$ cat src/hw/rtl/poly1305_mac_defines.svh
// Assertion macros shared by the poly1305_mac RTL
`ifndef POLY1305_MAC_DEFINES_SVH
`define POLY1305_MAC_DEFINES_SVH

// Property checked on every clock edge outside reset
`define P1305_ASSERT(lbl, prop, msg) \
  lbl: assert property (@(posedge clk_i) disable iff (!rst_ni) prop) else $error(msg);

// Condition that must never hold outside reset
`define P1305_NEVER(lbl, cond, msg) \
  lbl: assert property (@(posedge clk_i) disable iff (!rst_ni) !(cond)) else $error(msg);

`endif

$ cat src/hw/rtl/p1305_pkg.sv
package p1305_pkg;

  localparam int unsigned NumLimbs = 5;

  typedef logic [26:0] limb_t;    // stored accumulator limb
  typedef logic [27:0] hsum_t;    // accumulator limb plus message limb
  typedef logic [25:0] rlimb_t;   // clamped key limb
  typedef logic [28:0] slimb_t;   // clamped key limb times five

  localparam logic [25:0] Clamp0 = 26'h3ff_ffff;
  localparam logic [25:0] Clamp1 = 26'h3ff_ff03;
  localparam logic [25:0] Clamp2 = 26'h3ff_c0ff;
  localparam logic [25:0] Clamp3 = 26'h3f0_3fff;
  localparam logic [25:0] Clamp4 = 26'h00f_ffff;

  localparam logic [31:0] LimbMask = 32'h03ff_ffff;
  localparam logic [31:0] Limb4Top = 32'h0400_0000;

  typedef enum logic [1:0] {
    CFG_R_LOW  = 2'd0,
    CFG_R_HIGH = 2'd1,
    CFG_S_LOW  = 2'd2,
    CFG_S_HIGH = 2'd3
  } p1305_cfg_e;

  typedef enum logic [2:0] {
    ST_IDLE,
    ST_MUL,
    ST_FIX,
    ST_FIN1,
    ST_FIN2,
    ST_FIN3,
    ST_FIN4
  } p1305_state_e;

endpackage

$ cat src/hw/rtl/poly1305_mac.sv
// Poly1305 MAC: one 16-byte block per input beat, 26-bit limbs, one shared 28x29 multiplier.
// A non-empty block runs 25 limb products on the multiplier (ST_MUL), then a carry fold
// (ST_FIX). A last block then passes ST_FIN1 to ST_FIN4, which waits for a free output;
// an empty last block goes straight to ST_FIN1. A new block is taken only in ST_IDLE, once
// the last is through. Reset clears keys, accumulator and control at once; no clearing pass.
`include "poly1305_mac_defines.svh"

module poly1305_mac import p1305_pkg::*; (
  input  logic        clk_i,
  input  logic        rst_ni,
  input  logic        cfg_we_i,
  input  logic [1:0]  cfg_idx_i,
  input  logic [63:0] cfg_data_i,
  input  logic        in_valid_i,
  output logic        in_ready_o,
  input  logic [63:0] block_low_i,
  input  logic [63:0] block_high_i,
  input  logic [4:0]  byte_count_i,
  input  logic        last_i,
  output logic        out_valid_o,
  input  logic        out_ready_i,
  output logic [63:0] tag_low_o,
  output logic [63:0] tag_high_o
);

  p1305_state_e state_q, state_d;

  logic [63:0] r_low_q, r_high_q, s_low_q, s_high_q;
  limb_t       h_q  [NumLimbs];
  hsum_t       hs_q [NumLimbs];
  rlimb_t      rl_q [NumLimbs];
  slimb_t      sl_q [NumLimbs];
  logic [2:0]  k_q, j_q;
  logic [63:0] acc_q;
  logic [31:0] cfin_q;
  logic        last_q;
  logic [31:0] f_q [NumLimbs];
  logic [63:0] hi_q;
  logic        cy_q;
  logic        out_valid_q;
  logic [63:0] tag_low_q, tag_high_q;

  logic        in_acc;
  logic        fin_go;
  logic        acc_zero;
  logic        blk_go;

  // ---------------------------------------------------------------- key limbs
  logic [127:0] key;
  rlimb_t       rc  [NumLimbs];
  slimb_t       rc5 [NumLimbs];

  assign key   = {r_high_q, r_low_q};
  assign rc[0] = key[25:0]   & Clamp0;
  assign rc[1] = key[51:26]  & Clamp1;
  assign rc[2] = key[77:52]  & Clamp2;
  assign rc[3] = key[103:78] & Clamp3;
  assign rc[4] = {2'b00, key[127:104]} & Clamp4;

  always_comb begin
    for (int i = 0; i < NumLimbs; i++) begin
      rc5[i] = {3'b000, rc[i]} + {1'b0, rc[i], 2'b00};
    end
  end

  // ---------------------------------------------------------------- message pad
  logic [127:0] msg, mpad;
  logic         full;
  logic [25:0]  ml [NumLimbs];
  hsum_t        hs_d [NumLimbs];

  assign msg  = {block_high_i, block_low_i};
  assign full = byte_count_i[4];

  always_comb begin
    for (int b = 0; b < 16; b++) begin
      if (full || (5'(b) < byte_count_i)) begin
        mpad[8*b +: 8] = msg[8*b +: 8];
      end else if (5'(b) == byte_count_i) begin
        mpad[8*b +: 8] = 8'h01;
      end else begin
        mpad[8*b +: 8] = 8'h00;
      end
    end
  end

  assign ml[0] = mpad[25:0];
  assign ml[1] = mpad[51:26];
  assign ml[2] = mpad[77:52];
  assign ml[3] = mpad[103:78];
  assign ml[4] = {1'b0, full, mpad[127:104]};

  always_comb begin
    for (int i = 0; i < NumLimbs; i++) begin
      hs_d[i] = {1'b0, h_q[i]} + {2'b00, ml[i]};
    end
  end

  // ---------------------------------------------------------------- shared multiplier
  // Output limb k, term j: h_j * r_(k-j), wrapping to 5*r_(k-j+5) above the diagonal.
  logic [2:0]  idx;
  logic [28:0] opnd;
  logic [56:0] prod;
  logic [63:0] sum;

  always_comb begin
    if (k_q >= j_q) begin
      idx  = k_q - j_q;
      opnd = {3'b000, rl_q[idx]};
    end else begin
      idx  = k_q + 3'd5 - j_q;
      opnd = sl_q[idx];
    end
  end

  assign prod = 57'(hs_q[j_q]) * 57'(opnd);
  assign sum  = acc_q + 64'(prod);

  // ---------------------------------------------------------------- carry fold
  logic [31:0] t0;
  limb_t       h1_fix;

  assign t0     = 32'(h_q[0]) + cfin_q + (cfin_q << 2);
  assign h1_fix = 27'(32'(h_q[1]) + (t0 >> 26));

  // ---------------------------------------------------------------- finalization
  logic [31:0] u [NumLimbs];
  logic [31:0] g [NumLimbs];
  logic [31:0] cc, gc;
  logic [63:0] lo_w, hi_w;
  logic [64:0] lo_sum;

  always_comb begin
    for (int i = 0; i < NumLimbs; i++) begin
      u[i] = 32'(h_q[i]);
    end
    cc = u[1] >> 26; u[1] = u[1] & LimbMask; u[2] = u[2] + cc;
    cc = u[2] >> 26; u[2] = u[2] & LimbMask; u[3] = u[3] + cc;
    cc = u[3] >> 26; u[3] = u[3] & LimbMask; u[4] = u[4] + cc;
    cc = u[4] >> 26; u[4] = u[4] & LimbMask; u[0] = u[0] + cc + (cc << 2);
    cc = u[0] >> 26; u[0] = u[0] & LimbMask; u[1] = u[1] + cc;
  end

  // Try h + 5 - 2^130; keep it when it does not go negative.
  always_comb begin
    g[0] = f_q[0] + 32'd5;
    gc = g[0] >> 26; g[0] = g[0] & LimbMask;
    g[1] = f_q[1] + gc; gc = g[1] >> 26; g[1] = g[1] & LimbMask;
    g[2] = f_q[2] + gc; gc = g[2] >> 26; g[2] = g[2] & LimbMask;
    g[3] = f_q[3] + gc; gc = g[3] >> 26; g[3] = g[3] & LimbMask;
    g[4] = f_q[4] + gc - Limb4Top;
  end

  assign lo_w = {32'd0, f_q[0]} | ({32'd0, f_q[1]} << 26) | ({32'd0, f_q[2]} << 52);
  assign hi_w = ({32'd0, f_q[2]} >> 12) | ({32'd0, f_q[3]} << 14) | ({32'd0, f_q[4]} << 40);
  assign lo_sum = {1'b0, lo_w} + {1'b0, s_low_q};

  // ---------------------------------------------------------------- sequencer
  assign in_acc = in_valid_i && in_ready_o;
  assign fin_go = !out_valid_q || out_ready_i;

  always_comb begin
    state_d    = state_q;
    in_ready_o = 1'b0;
    unique case (state_q)
      ST_IDLE: begin
        in_ready_o = 1'b1;
        if (in_valid_i) begin
          if (byte_count_i != 5'd0) begin
            state_d = ST_MUL;
          end else if (last_i) begin
            state_d = ST_FIN1;
          end
        end
      end
      ST_MUL: begin
        if (k_q == 3'd4 && j_q == 3'd4) begin
          state_d = ST_FIX;
        end
      end
      ST_FIX:  state_d = last_q ? ST_FIN1 : ST_IDLE;
      ST_FIN1: state_d = ST_FIN2;
      ST_FIN2: state_d = ST_FIN3;
      ST_FIN3: state_d = ST_FIN4;
      ST_FIN4: begin
        if (fin_go) begin
          state_d = ST_IDLE;
        end
      end
      default: state_d = ST_IDLE;
    endcase
  end

  // control and architectural state
  always_ff @(posedge clk_i or negedge rst_ni) begin
    if (!rst_ni) begin
      state_q     <= ST_IDLE;
      r_low_q     <= '0;
      r_high_q    <= '0;
      s_low_q     <= '0;
      s_high_q    <= '0;
      k_q         <= '0;
      j_q         <= '0;
      last_q      <= 1'b0;
      out_valid_q <= 1'b0;
      for (int i = 0; i < NumLimbs; i++) begin
        h_q[i] <= '0;
      end
    end else begin
      state_q <= state_d;
      if (cfg_we_i) begin
        unique case (p1305_cfg_e'(cfg_idx_i))
          CFG_R_LOW:  r_low_q  <= cfg_data_i;
          CFG_R_HIGH: r_high_q <= cfg_data_i;
          CFG_S_LOW:  s_low_q  <= cfg_data_i;
          CFG_S_HIGH: s_high_q <= cfg_data_i;
          default: ;
        endcase
      end
      if (in_acc) begin
        last_q <= last_i;
        k_q    <= '0;
        j_q    <= '0;
      end
      if (state_q == ST_MUL) begin
        if (j_q == 3'd4) begin
          h_q[k_q] <= {1'b0, sum[25:0]};
          j_q      <= '0;
          k_q      <= k_q + 3'd1;
        end else begin
          j_q <= j_q + 3'd1;
        end
      end
      if (state_q == ST_FIX) begin
        h_q[0] <= {1'b0, t0[25:0]};
        h_q[1] <= h1_fix;
      end
      // drop the accumulator once its value is in the finalization registers
      if (state_q == ST_FIN1) begin
        for (int i = 0; i < NumLimbs; i++) begin
          h_q[i] <= '0;
        end
      end
      if (state_q == ST_FIN4 && fin_go) begin
        out_valid_q <= 1'b1;
      end else if (out_ready_i) begin
        out_valid_q <= 1'b0;
      end
    end
  end

  // datapath
  always_ff @(posedge clk_i) begin
    if (in_acc) begin
      acc_q <= '0;
      for (int i = 0; i < NumLimbs; i++) begin
        hs_q[i] <= hs_d[i];
        rl_q[i] <= rc[i];
        sl_q[i] <= rc5[i];
      end
    end
    if (state_q == ST_MUL) begin
      if (j_q == 3'd4) begin
        acc_q <= sum >> 26;
        if (k_q == 3'd4) begin
          cfin_q <= 32'(sum >> 26);
        end
      end else begin
        acc_q <= sum;
      end
    end
    if (state_q == ST_FIN1) begin
      for (int i = 0; i < NumLimbs; i++) begin
        f_q[i] <= u[i];
      end
    end
    if (state_q == ST_FIN2 && !g[4][31]) begin
      for (int i = 0; i < NumLimbs; i++) begin
        f_q[i] <= g[i];
      end
    end
    if (state_q == ST_FIN3) begin
      acc_q <= lo_sum[63:0];
      cy_q  <= lo_sum[64];
      hi_q  <= hi_w;
    end
    if (state_q == ST_FIN4 && fin_go) begin
      tag_low_q  <= acc_q;
      tag_high_q <= hi_q + s_high_q + 64'(cy_q);
    end
  end

  assign out_valid_o = out_valid_q;
  assign tag_low_o   = tag_low_q;
  assign tag_high_o  = tag_high_q;

  assign acc_zero = (h_q[0] == '0) && (h_q[1] == '0) && (h_q[2] == '0) &&
                    (h_q[3] == '0) && (h_q[4] == '0);
  assign blk_go   = in_acc && (byte_count_i != 5'd0);

  `P1305_ASSERT(a_tag_from_fin, $rose(out_valid_o) |-> $past(state_q) == ST_FIN4, "stray tag")
  `P1305_NEVER(a_mul_range, state_q == ST_MUL && (k_q > 3'd4 || j_q > 3'd4), "counter range")
  `P1305_ASSERT(a_acc_cleared, state_q == ST_FIN1 |=> acc_zero, "accumulator not cleared")
  `P1305_ASSERT(a_block_starts, blk_go |=> state_q == ST_MUL && k_q == '0 && j_q == '0, "no start")

endmodule
$ cat config.mk
export PLATFORM = sky130hd
export DESIGN_NAME = poly1305_mac
export DESIGN_NICKNAME = d
export VERILOG_FILES = /design/src/hw/rtl/p1305_pkg.sv /design/src/hw/rtl/poly1305_mac.sv
export VERILOG_INCLUDE_DIRS = /design/src /design/src/hw/rtl
export SDC_FILE = /design/constraint.sdc
export NUM_CORES = 2
export LEC_CHECK = 0
export BUFFER_PORTS_ARGS = -buffer_cell sky130_fd_sc_hd__buf_2
export CAP_MARGIN = 10
export CORE_ASPECT_RATIO = 1.1
export CORE_UTILIZATION = 40
export CTS_CLUSTER_DIAMETER = 120
export DETAILED_ROUTE_END_ITERATION = 8
export PLACE_DENSITY = 0.56
export SYNTH_ARGS = -nofsm -noshare
export SYNTH_HDL_FRONTEND = slang
export SYNTH_SLANG_ARGS = --single-unit
$ cat constraint.sdc
create_clock -name clk_i -period 15.31 [get_ports clk_i]
set_input_delay 1.531 -clock clk_i [delete_from_list [all_inputs] [get_ports clk_i]]
set_output_delay 1.531 -clock clk_i [all_outputs]
set_load 0.005 [all_outputs]
### Word-level counts from Yosys, hierarchy flattened

Memories as Yosys holds them, arrays and structs flattened.
Cells that the tools add are included.
Widths: inputs -> output; s select.

* register bits after elaboration: 683
* RAM bits: 575
* input port bits: 205
* output and inout bits: 130
* word-level logic and storage cells: 232
* memories: 4

* add/subtract/negate cells: 34
* multiply operators: 1
* magnitude comparators: 19
* eq/ne operators: 30
* muxes and demuxes: 71
* bitwise operators: 10
* reduce and logical (&&, ||, !) cells: 43

Memories
* f_q: depth 5, width 32, rd ports 5, clocked after Yosys merged registers in 0, wr ports 5, RTL line poly1305_mac.sv:37 `logic [31:0] f_q [NumLimbs];`
* sl_q: depth 5, width 29, rd ports 1, clocked after Yosys merged registers in 0, wr ports 5, RTL line poly1305_mac.sv:32 `slimb_t sl_q [NumLimbs];`
* hs_q: depth 5, width 28, rd ports 1, clocked after Yosys merged registers in 0, wr ports 5, RTL line poly1305_mac.sv:30 `hsum_t hs_q [NumLimbs];`
* rl_q: depth 5, width 26, rd ports 1, clocked after Yosys merged registers in 0, wr ports 5, RTL line poly1305_mac.sv:31 `rlimb_t rl_q [NumLimbs];`

Operator list (number)
* $mux 135: 3
* $mux 64: 4
* $mux 32: 5
* $bwmux 135: 1
* $add 32x6->32: 4
* $mux 8: 16
* $add 26x28->29: 4
* $add 27x26->28: 4
* $add 27x2->28: 3
* $demux 27 s3: 1
* $add 64x64->65: 1
* $add 64x1->64: 1
* $add 64x57->64: 1
* $add 64x64->64: 1
* $or 46x64->64: 1
* $or 58x64->64: 1
* $or 32x58->58: 1
* $mul 28x29->57: 1
* $mux 54: 1
* $or 20x46->46: 1
* $eq 4x5->1 const A: 8
* $lt 4x5->1 const A: 8
* $mux 3: 11
* $add 27x32->32: 1
* other kinds (47): 125

### Depth between registers and ports, before layout

An unclocked memory read counts as a cell.

* word-level depth: 12
* mapped depth: 46
* mapped depth without buffers: 45

### Least setup slack after synthesis

OpenSTA, ideal clock, no wires.

* path kind: flip-flop to flip-flop
* start point: mem f_q[0][0]
* end point: mem f_q[0][0], enable pin
* library setup time: 1.181 ns
* data arrival time: 10.388 ns
* required time: 14.129 ns
* slack: 3.742 ns
* cell stages (with the launch flop): 45
* buffers on the path: 2
* clock period less this slack: 11.568 ns
* cells stage by stage: edfxtp_1 -> ha_1 -> o21ai_0 -> nor2_1 -> nand4_1 -> nor2_1 -> and2_1 -> and3_1 -> ha_1 -> ha_1 -> and3_1 -> nand3_1 -> nor2_1 -> and4_1 -> nor2b_1 -> nand2_1 -> xnor2_1 -> ha_1 -> (+9 left out) -> ha_1 -> nand2_1 -> nor3_1 -> nand3_1 -> nor3_1 -> ha_1 -> nand3_1 -> nor2_1 -> and3_1 -> and3_1 -> nor2b_1 -> nand2_1 -> o21ai_0 -> xor2_1 -> nand3_1 -> clkbuf_1 -> buf_1 -> nand2_1

RTL lines (RTL line)
* start, declared: poly1305_mac.sv:37

==> results.yml <==
outcome:
  status: "finished clean"
hold_path:
  hold_depth: 0
  min_from: "r_low_q[27]$_DFFE_PN0P_"
  worstHoldPathType: "flip-flop to flip-flop"
  worstHoldEndpoint: "rl_q[1][1]$_DFFE_PP_"
setup_path:
  crit_path_frequent_cell: "ha_1"
  critical_path_required_ps: 15770
  crit_path_end_kind: "flip-flop"
  r2r_cells: 43
  slowest_stage: "nand2_4"
  arrival_ps: 13100
  cp_slowest_stage_delay_ps: 980
  cp-start-kind: "flip-flop"
  timing.rr.start: "f_q[0][0]$_DFFE_PP_"
  crit_type: "flip-flop to flip-flop"
  worstReg2RegEnd: "f_q[0][152]$_DFFE_PP_"
  critical_path.max_fanout: 83
  r2r_slack_ps: 2670
global_route:
  grt_pass1_vias: 74300
  grt.total_usage: 0.309
  grt_pass1_wl_um: 536000
  antenna_found_initial: 46
  grt_overflow: 0
  grt_max_degree: 149
die:
  fp.coreArea_um2: 239000
  die_h_um: 517
  dieWidth_um: 470
  io_pins: 335
  rows: 188
  start_util: 0.403
  die_area_um2: 243000
clocking:
  clk_pin_slew_ps: 70
  clock-sinks: 1159
  clkLatencyLatePin_ps: 850
  cts_buffer_depth: 3
  post_cts_buffers: 0
  htreeDepth: 4
  cts_made_buffers: 138
  cts_hold_buf: 0
  cts_resized: 0
  cts_tree: "yes"
  cts_root_buffer: "clkbuf_16"
timing:
  hold_viol: 0
  setup_tns_ps: 0
  skew_ps: 67.2
  worst_slew_pin_slew_ps: 1340
  fin_crit_ps: 12640
  setup-violations-final: 0
  drv_slew: 0
  relSlewSlack: 0.0993
  rsz0062_at_grt: "false"
  fmax_mhz: 79.1
  period_share: 0.826
layout:
  drive_gt1_frac: 0.115
  final_common_cell: "inv_1"
  area_growth_syn_to_layout_pct: 11.1
  layoutNonFillerInstCount: 13000
  nets: 11400
  final_cell_mix: "1109 x inv_1, 917 x nand2_1, 804 x fa_1"
  layout.area.seq_um2: 32900
  multiInputGateArea_um2: 58400
  fill_cells: 22700
  fin_area_um2: 107000
yosys:
  synth_area_per_cell_um2: 10.2
  synth_seq_area_share: 0.342
  synth_top_cell_area_share: 0.244
  ys_ff_latch: 1159
  synth-edff-count: 783
  synth_area_leaders: "edfxtp_1 24%, fa_1 17%, dfrtp_1 9.8%"
  synthArstFlopShare: 0.324
  synthCells: 9427
  yosysWarnings: 0
  synth_ff_type: "edfxtp_1"
  yosysUniqueCellTypes: 88
  netlist_area_um2: 96400
  yosysTopAreaCell: "edfxtp_1"
detailed_routing:
  vias: 74100
  wire_per_inst_um: 29.0
  vias_per_cell: 5.71
  drc_errors: 0
  dr.pass1.iters: 6
  drt-initial-drc-count: 7285
  drtAntennaViolNets: 0
  drt-total-wl_um: 376000
placed_design:
  placement.io_buffers: 334
  routabilityCongestion: 1.05
  detailed_place_hpwl_um: 304000
  placed_area_um2: 102000
  dp_cells: 12700
job:
  drv_cap: 0
layout make-up:
type | count | share of cell area
multi-input combinational | 6818 | 0.545
sequential | 1159 | 0.307
inverter | 1111 | 0.0390
tap | 3135 | 0.0366
clock buffer | 182 | 0.0358
timing repair buffer | 468 | 0.0254
clock inverter | 75 | 0.0103
antenna | 19 | 0.000444
state kept, by name, indices dropped and copies added, names as in the netlist:
register     count
out_valid_o      1
k_q              3
acc_q           64
h_q            131
r_low_q         54
r_high_q        52
cfin_q          32
state_q          3
s_low_q         64
hi_q            64
hs_q           140
tag_high_o      64
cy_q             1
rl_q           104
sl_q           113
s_high_q        64
j_q              3
tag_low_o       64
last_q           1
f_q            137
logic make-up (layout without fill, tap and decap cells):
logic type               count (synthesis)  after routing  share of synthesized area
AND/OR/NAND/NOR                       2625           2625                      0.124
AO/OA/AOI/OAI                         1616           1616                      0.109
buffers and inverters                 1462           1836                     0.0572
adder cells (fa/ha/maj)               1453           1453                      0.251
flip-flops                            1159           1159                      0.342
XOR/XNOR                               633            633                     0.0575
multiplexers                           477            477                     0.0594
other                                    2             33                  0.0000779
critical path: cells and delay by family, from the launching register on:
family / cells / cell delay, ps
AND/OR/NAND/NOR: 29 / 8030
adder cells (fa/ha/maj): 8 / 1910
XOR/XNOR: 2 / 690
buffers and inverters: 2 / 610
flip-flops: 1 / 440
AO/OA/AOI/OAI: 2 / 420
stage by stage:
step | setup WS (ps) | hold slack (ps) | utilization
after detailed placement | 2790 | 435 | 0.427
after global placement | 2830 | 430 | 0.427
after CTS | 2690 | 449 | 0.448
final | 2670 | 449 | 0.448
after floorplan | 3740 | 421 | -
after global routing | 1770 | 472 | 0.448
how the worst max path moves through the flow:
| stage | start | to | slack [ps] | depth (start not counted) |
|---|---|---|---|---|
| after floorplan | f_q[0][0]$_DFFE_PP_ | f_q[0][0]$_DFFE_PP_ | 3740 | 44 |
| after global placement | f_q[0][0]$_DFFE_PP_ | f_q[0][156]$_SDFFCE_PN0P_ | 2830 | 43 |
| after detailed placement | f_q[0][0]$_DFFE_PP_ | f_q[0][156]$_SDFFCE_PN0P_ | 2790 | 43 |
| after CTS | f_q[0][0]$_DFFE_PP_ | f_q[0][154]$_SDFFCE_PN0P_ | 2690 | 43 |
| after global routing | f_q[0][0]$_DFFE_PP_ | f_q[0][152]$_DFFE_PP_ | 1770 | 43 |
| final | f_q[0][0]$_DFFE_PP_ | f_q[0][152]$_DFFE_PP_ | 2670 | 43 |
per-layer routing:
| layer | GRT usage | up-vias | part of all wire |
|---|---|---|---|
| met5 | 0 | - | 0.00016 |
| met4 | 0.209 | 8 | 0.077 |
| met3 | 0.0503 | 761 | 0.068 |
| met2 | 0.499 | 3072 | 0.46 |
| met1 | 0.382 | 37600 | 0.39 |
| li1 | - | 32700 | - |
Yosys cell counts (all sizes together), types with 78 or more instances:
master / n
clkbuf: 313
a22o: 79
nand2: 921
nor2b: 137
mux2: 259
ha: 649
o21a: 78
dfrtp: 376
xor2: 258
edfxtp: 783
o21ai: 344
mux2i: 168
xnor2: 375
nand2b: 79
nand4: 85
and2: 116
a21o: 203
and3: 120
nand3: 171
fa: 804
nor2: 776
a21oi: 432
nor3: 91
inv: 1110
Power is not shown: default switching activity piles up to over one toggle a cycle in this logic, so the estimate is an artifact.
